--- config.mk ---
export PLATFORM = sky130hd
export DESIGN_NAME = idmt_match
export DESIGN_NICKNAME = d
export VERILOG_FILES = /design/src/rtl/idmt_match.sv
export SDC_FILE = /design/constraint.sdc
export NUM_CORES = 1
export LEC_CHECK = 0
export ABC_AREA = 1
export CORE_MARGIN = 5
export CORE_UTILIZATION = 46
export DETAILED_ROUTE_END_ITERATION = 10
export DONT_BUFFER_PORTS = 1
export SLEW_MARGIN = 20
export SYNTH_ARGS = -nofsm -noshare
export SYNTH_HDL_FRONTEND = slang
export SYNTH_SLANG_ARGS = --single-unit
--- constraint.sdc ---
create_clock -name vclk -period 1
set_clock_uncertainty 0.15 [all_clocks]
set_input_delay 0.05 -clock vclk [all_inputs]
set_output_delay 0.05 -clock vclk [all_outputs]
set_load 0.01 [all_outputs]
--- src/rtl/idmt_match.sv ---
// Shared slot comparator: a free slot for add, a live matching slot otherwise.
module idmt_match #(
    parameter int ID_BITS = 31
) (
    input  logic [ID_BITS:0]   word,
    input  logic [ID_BITS-1:0] key,
    input  logic               want_free,
    output logic               hit
);
    logic live;
    logic same;

    assign live = word[ID_BITS];
    assign same = (word[ID_BITS-1:0] == key);
    assign hit  = want_free ? !live : (live && same);
endmodule

### Word-level counts from Yosys, hierarchy flattened

Cells that the tools add are included.

* bits of input ports: 64
* output and inout bits: 1
* register bits: 0

* reductions and logical operators: 2
* muxes and demuxes: 1
* equality and inequality tests: 1

Operators with widths (number)
* equality test 31 bit: 1
* logical AND 1 bit: 1
* logical NOT 1 bit: 1
* 2-to-1 mux 1 bit: 1

### Depth between registers and ports, before layout

Gate-level depths: netlist of the first run.

* depth in word-level cells: 3
* depth in mapped cells: 10

### Least setup slack after synthesis of the first run

No wires, ideal clock.

* path kind: input to output
* from: in want_free
* to: out hit
* data arrival time: 0.616 ns
* stages on the path: 9
* slack: 0.184 ns
* buffers on the path: 0
* cell sequence: inv_1 nand2_1 nor2_1 nand2_1 nor2_1 nand2_1 nor2_1 nand2_1 nand2_1

* word-level cells in the longest chain between the ends: 1

Ends and longest elaborated chain
* from (decl): line 7 `input logic want_free,`
* 2-to-1 mux 1 bit: line 15 `assign hit = want_free ? !live : (live && same);`
* to (decl): line 8 `output logic hit`

Every way passes these cells.

### Worst setup path in the final report of the first run

Ends and elaborated chain as after synthesis.

==> reports/metrics.csv, run 1 <==
metric,value,unit
cp.required,0.80,ns
dieArea,2469,sq um
yosysUniqueCellTypes,7,
hold_class,in2out,
ys_seq_area_share,0,%
routed-via-count,821,
antenna_cells,0,
drive_above_1_share,0.5376,%
power.density,265.9,nW/um^2
nFillCells,195,
synth_nets,250,
holdBufCountCts,0,
cts_setup_buffers,0,
synth_cells,186,
synth_most_common_cell,nand2_1,
drt_first_pass_iters,4,
tightestPinTransition,0.1408,ns
dp_hpwl,1.538,mm
arrival,0.67,ns
rsz0062_at_grt,false,
critPathCaptureType,output port,
period_needed,0.8717,ns
crit_type,in2out,
yosys-top-cells-area,"nand2_1 50%, inv_1 36%, nor2_1 6.2%",
ir_drop,0.0001140,V
cts_resized,0,
synth_area_per_cell,3.895,sq um
dp.cells,202,
finalWirelength,1.583,mm
syn_to_final_growth,2.763,%
setup_viol,0,
grt_pass1_vias,763,
wl_per_cell,7.837,um
drv_cap,0,
grt_max_degree,3,
fin_cells,202,
track_usage,12.37,%
clkbuf_count,0,
drv_slew,0,
nets,252,
initial_core_util,48.09,%
antenna_found_initial,0,
synth_top_cell_by_area,nand2_1,
port_buffers,0,
tns,0,ns
core,1506,sq um
syn-cell-area,724.4,sq um
gp_congestion,0.6775,
p_leak,0.6528,nW
numSequentialCells,0,
die_w,49.69,um
yosys_warnings,0,
ant_nets,0,
crit_fanout,2,
rows,14,
synth_common_cells,"97 x nand2_1, 70 x inv_1, 12 x nor2_1, 4 x xnor2_1",
worstSetupStartpointType,input pin,
fin_crit_sh,87.17,%
overflow,0,
viasPerCell,4.064,
hold_viol_final,0,
drt_iter0_markers,3,
synth_top_cell_area_share,50.26,%
fmax,1.147,GHz
seqCellArea,0,sq um
drc,0,
outcome,finished clean,
maxSlewHeadroom,90.55,%
grt_pass1_wl,2.684,mm
num_io_pins,65,
die_h,49.69,um
## critical path: stages
cell	delay (ns)
inv_1	0.04
nand2_1	0.05
nor2_1	0.09
nand2_1	0.05
nor2_1	0.10
nand2_1	0.06
nor2_1	0.08
nand2_1	0.06
nand2_1	0.10
## logic make-up after synthesis
| group | count (synthesis) | share of synthesized area, % |
|---|---|---|
| buf+inv | 70 | 36.27 |
| xor+xnor | 4 | 4.835 |
| simple gates | 112 | 58.89 |
## power breakdown
part | internal (mW) | switching (mW)
sequential | 0 | 0
clock | 0 | 0
combinational | 0.0916 | 0.106
total | 0.0916 | 0.106
## path summary, 6_finish.rpt
path	start	endpoint	slack (ns)	cells past startpoint
worst min-delay path	word[31]	hit	0.11	2
worst max-delay path	want_free	hit	0.13	9
## cell usage in the layout, fill, tap and decap left out
cell type	instances
nand4_1	1
nand2_1	97
nor2_1	12
or2_2	1
inv_1	70
xnor2_1	4
nand3_1	1
## layout make-up
cell class	count	area, sq um	share of cell area, %
multi-input combinational	116	461.7	62.02
tap	16	20.02	2.689
inverter	70	262.8	35.29
## layer usage
layer  up-vias  track usage (%)  wire length, um
met2        33            21.19              743
met1       297            16.49              614
met5         -                0                0
met4         0                0                0
met3         0            3.012              225
li1        491                -                -
## metrics by stage
step	hold slack [ns]	cell area (sq um)	worst slack, ns	power, mW	utilization, %
finish	0.1123	744.5	0.1283	0.1979	49.42
global route	0.1195	744.5	0.001760	0.2423	49.42
CTS	0.1165	744.5	0.1033	0.2024	49.42
detailed placement	0.1165	744.5	0.1048	0.2015	49.42
global placement	0.1180	744.5	0.1137	0.1964	49.42
floorplan	0.1067	724.4	0.1837	0.1757	-
Power figures use the tool's default switching activity.
==> run 2, diff against run 1 <==
--- a/config.mk
+++ b/config.mk
@@ -10,6 +10,7 @@
 export CORE_UTILIZATION = 46
 export DETAILED_ROUTE_END_ITERATION = 10
 export DONT_BUFFER_PORTS = 1
+export PLACE_DENSITY = 0.68
 export SLEW_MARGIN = 20
 export SYNTH_ARGS = -nofsm -noshare
 export SYNTH_HDL_FRONTEND = slang
==> run 2 against run 1 <==
  * Worst hold slack got worse by 0.011 ns
  * Sequential cell count did not move
  * Wire length rose by 0.76%
  * Sequential share of layout area did not move
  * Combinational power barely moved
  * Global-route usage fell by 0.86 points
  * Via count rose by 2.8%
  * Setup slack improved by 0.0035 ns
  * Critical path depth rose by 1
  * Non-clock buffer count did not move
  * First-iteration DRC count rose by 130%
==> reports/metrics.csv, run 2 (synthesized netlist as in run 1, its figures left out) <==
metric,value,unit,change
ir_drop,0.0001123,V,-1.5%
syn_to_final_growth,4.490,%,
drt_first_pass_iters,3,,-1
hold_class,in2out,,
grt_max_degree,3,,unchanged
ant_nets,0,,unchanged
critPathCaptureType,output port,,
grt_pass1_vias,728,,-4.6%
antenna_found_initial,0,,unchanged
setup_viol,0,,unchanged
grt_pass1_wl,2.532,mm,-5.7%
cp.required,0.80,ns,about the same
antenna_cells,0,,unchanged
hold_viol_final,0,,unchanged
maxSlewHeadroom,92.06,%,+1.5 points
arrival,0.67,ns,about the same
cts_resized,0,,unchanged
drc,0,,unchanged
p_leak,0.6490,nW,-0.58%
viasPerCell,4.178,,+2.8%
layout_commonest_cell,nand2_1,,
nets,252,,unchanged
tightestPinTransition,0.1183,ns,-0.02246 ns
crit_type,in2out,,
die_w,49.69,um,unchanged
holdBufCountCts,0,,unchanged
hold_ws,0.1009,ns,-0.01140 ns
drv_cap,0,,unchanged
die_h,49.69,um,unchanged
drive_above_1_share,4.839,%,+4.3 points
core,1506,sq um,unchanged
fin_util,50.25,%,+0.83 points
cts_setup_buffers,0,,unchanged
gp_congestion,0.6835,,+0.89%
dieArea,2469,sq um,unchanged
track_usage,11.51,%,-0.86 points
period_needed,0.8683,ns,-0.003453 ns
wl_per_cell,7.896,um,+0.76%
layout_common_cells,"93 x nand2_1, 66 x inv_1, 12 x nor2_1",,
drt_iter0_markers,7,,+4
crit_fanout,2,,unchanged
worstSetupStartpointType,input pin,,
nFillCells,197,,+1.0%
routed-via-count,844,,+2.8%
min_path_cells,2,,unchanged
rows,14,,unchanged
clkbuf_count,0,,unchanged
dp_hpwl,1.539,mm,about the same
port_buffers,0,,unchanged
outcome,finished clean,,
overflow,0,,unchanged
finalWirelength,1.595,mm,+0.76%
fmax,1.152,GHz,+0.40%
num_io_pins,65,,unchanged
fin_crit_sh,86.83,%,-0.35 points
drv_slew,0,,unchanged
power.density,265.4,nW/um^2,-0.18%
seqCellArea,0,sq um,unchanged
numSequentialCells,0,,unchanged
initial_core_util,48.09,%,unchanged
run 2: cell types whose count changed in the layout (fill, tap and decap cells not counted):
cell,previous run,this run
nand2_2,0,4
nand2_1,97,93
inv_2,0,3
inv_4,0,1
inv_1,70,66
run 2: path summary, 6_finish.rpt:
kind / from / end / slack [ns]
hold / removal: word[31] / hit / 0.10
setup / recovery: word[29] / hit / 0.13
run 2: stage by stage:
| step | std cells | worst slack, ns | instance area [sq um] | power [mW] | TNS, ns |
|---|---|---|---|---|---|
| global placement | 202 | 0.1032 | 744.5 | 0.1948 | 0 |
| finish | 202 | 0.1317 | 757.0 | 0.2009 | 0 |
| CTS | 202 | 0.1059 | 744.5 | 0.2001 | 0 |
| global route | 202 | -0.003176 | 757.0 | 0.2429 | -0.003176 |
| floorplan | 186 | 0.1837 | 724.4 | 0.1757 | 0 |
| detailed placement | 202 | 0.1057 | 744.5 | 0.1993 | 0 |
run 2: layer usage:
layer	vias to the layer above	GRT usage [%]	share of wire, %	wire length (um)
met5	-	0	0	0
met4	0	0	0	0
met3	0	1.205	13	202
met2	30	22.46	51	807
met1	323	13.98	37	585
li1	491	-	-	-
run 2: area by class of cell:
type	count	area (sq um)	area share, %
inverters	70	265.3	35.04
multi-input cells	116	471.7	62.31
well taps	16	20.02	2.645
run 2: power by group:
| part | internal (mW) | leakage, nW | total [mW] | switching [mW] |
|---|---|---|---|---|
| Clock | 0 | 0 | 0 | 0 |
| Sequential | 0 | 0 | 0 | 0 |
| Combinational | 0.0945 | 0.649 | 0.201 | 0.106 |
| Total | 0.0945 | 0.649 | 0.201 | 0.106 |
run 2: worst max-delay path: stages:
cell and delay (ns):
inv_1 0.02, nand2_1 0.06, nand2_1 0.05, inv_1 0.04
nand2_1 0.04, nor2_1 0.09, nand2_1 0.06, nor2_1 0.10
nand2_1 0.07, nand2_2 0.09
==> run 3, diff against run 2 <==
==> config.mk (replaced) <==
export PLATFORM = sky130hd
export DESIGN_NAME = idmt_match
export DESIGN_NICKNAME = d
export VERILOG_FILES = /design/src/rtl/idmt_match.sv
export SDC_FILE = /design/constraint.sdc
export NUM_CORES = 1
export LEC_CHECK = 0
export CORE_AREA = 2 2 39 41
export DETAILED_ROUTE_END_ITERATION = 10
export DIE_AREA = 0 0 41 43
export DONT_BUFFER_PORTS = 1
export PLACE_DENSITY = 0.47
export SLEW_MARGIN = 5
export SYNTH_ARGS = -nofsm -noshare
export SYNTH_HDL_FRONTEND = slang
export SYNTH_SLANG_ARGS = --single-unit
==> run 3 against run 2 <==
  * The run now ends with setup timing left
  * Setup slack got worse by 0.16 ns
  * Area after synthesis is 51% lower
  * Synthesized cell count down 76%
  * Design area fell by 45%
  * Sequential cell count unchanged
  * Combinational power shrank 38%
  * Critical endpoint unchanged
==> reports/metrics.csv, run 3 <==
metric,value,unit,change
outcome,"complete, but fails checks",,
violations,setup timing,,
overflow,0,,unchanged
synth_top_cell_by_area,xor2_1,,
gp_congestion,0.5190,,-24%
grt_pass1_vias,283,,-61%
fmax,0.9744,GHz,-15%
hold_class,in2out,,
synth_top_cell_area_share,76.14,%,+26 points
holdBufCountCts,0,,unchanged
antenna_found_initial,0,,unchanged
grt_max_degree,3,,unchanged
die_w,41,um,-17%
fin_crit_sh,102.6,%,+16 points
crit_fanout,1,,-1
antenna_cells,0,,unchanged
fin_util,30.02,%,-20 points
dieArea,1763,sq um,-29%
crit_slowest_cell,nor4_1,,
yosysUniqueCellTypes,6,,-1
drv_cap,0,,unchanged
min_path_cells,1,,-1
nFillCells,155,,-21%
track_usage,7.692,%,-3.8 points
drc,0,,unchanged
finalWirelength,796,um,-50%
synth_cells,44,,-76%
numSequentialCells,0,,unchanged
period_needed,1.026,ns,+0.1579 ns
hp-start,word[31],,
syn_to_final_growth,16.49,%,
power.density,299.0,nW/um^2,+13%
core,1384,sq um,-8.1%
ys_seq_area_share,0,%,unchanged
drive_above_1_share,15.91,%,+11 points
port_buffers,0,,unchanged
critPathTopFamily,simple AND/OR/NAND/NOR gates,,
syn-cell-area,356.6,sq um,-51%
seqCellArea,0,sq um,unchanged
clkbuf_count,0,,unchanged
yosys_warnings,0,,unchanged
critPathCaptureType,output port,,
tightestPinTransition,0.2617,ns,+0.1434 ns
final_area,415.4,sq um,-45%
grt_pass1_wl,1.014,mm,-60%
p_leak,0.1497,nW,-77%
hold_viol_final,0,,unchanged
layout_common_cells,"30 x xor2_1, 5 x nor4_2, 3 x nor4_1",,
crit_path_cell_trace,xor2_1 > nor4_1 > nand4_1 > o22ai_2,,
cp-startpoint,key[12],,
nets,110,,-56%
drv_slew,0,,unchanged
yosys-top-cells-area,"xor2_1 76%, nor4_1 14%, nand4_1 3.5%",,
ir_drop,0.00007218,V,-36%
cp.required,0.80,ns,about the same
cts_setup_buffers,0,,unchanged
rsz0062_at_grt,true,,
drt_first_pass_iters,2,,-1
ant_nets,0,,unchanged
fin_ws,-0.02624,ns,-0.1579 ns
maxSlewHeadroom,82.39,%,-9.7 points
synth_nets,108,,-57%
synth_common_cells,"31 x xor2_1, 8 x nor4_1, 2 x nand4_1",,
synth_most_common_cell,xor2_1,,
die_h,43,um,-13%
setup_viol,1,,+1
rows,14,,unchanged
crit_type,in2out,,
viasPerCell,5.467,,+31%
num_io_pins,65,,unchanged
cp.buffers_inverters,0,,-2
initial_core_util,25.77,%,-22 points
arrival,0.83,ns,+0.16 ns
dp_hpwl,729.9,um,-53%
placed_area,376.6,sq um,-49%
drt_iter0_markers,1,,-6
layout_commonest_cell,xor2_1,,
critPathMaxStageDelay,0.30,ns,+0.20 ns
worstSetupStartpointType,input pin,,
routed-via-count,328,,-61%
wl_per_cell,13.27,um,+68%
hold_path_end,hit,,
synth_area_per_cell,8.104,sq um,+110%
==> run 3: layer usage <==
metal | wire [um] | GRT usage, %
met2 | 435 | 14.37
met4 | 0 | 0
met5 | 0 | 0
met3 | 128 | 0.5236
met1 | 232 | 9.494
==> run 3: cells by family (layout without fill, tap and decap cells) <==
kind of cell	Yosys count	count (layout)	share of synthesized area (%)
xor gates and xnor gates	31	31	76.14
and+or+nand+nor	11	11	19.30
AOI/OAI and AO/OA	1	1	3.508
buffers and inverters	1	1	1.052
==> run 3: per-stage QoR <==
| stage | instances | setup WS [ns] | TNS (ns) | hold slack (ns) | total power [mW] |
|---|---|---|---|---|---|
| floorplan | 44 | 0.05953 | 0 | 0.03109 | 0.09354 |
| global placement | 60 | -0.06746 | -0.06746 | 0.03824 | 0.1033 |
| detailed placement | 60 | -0.1122 | -0.1122 | 0.03906 | 0.1044 |
| CTS | 60 | -0.06667 | -0.06667 | 0.03906 | 0.1096 |
| global route | 60 | -0.1252 | -0.1252 | 0.04223 | 0.1471 |
| finish | 60 | -0.02624 | -0.02624 | 0.03847 | 0.1242 |
==> run 3: how the worst max path moves through the flow <==
stage          cells past startpoint  end
2_1_floorplan                      4  hit
3_3_place_gp                       4  hit
3_5_place_dp                       4  hit
4_1_cts                            4  hit
5_1_grt                            4  hit
6_report                           4  hit
==> run 3: where the power goes <==
group | total, mW | switching (mW) | internal [mW]
Combinational | 0.124 | 0.0554 | 0.0688
Sequential | 0 | 0 | 0
Clock | 0 | 0 | 0
==> run 3: layout make-up <==
class / instances / area [sq um] / share of cell area [%]
inverter: 1 / 3.754 / 0.9036
tap: 16 / 20.02 / 4.819
multi-input combinational: 43 / 391.6 / 94.28
==> run 3: what timing repair did <==
item | in CTS | in global routing
pin swaps | 2 | 0
gates cloned | 0 | 0
gates resized for setup | 1 | 5
setup endpoints to repair | 1 | 1
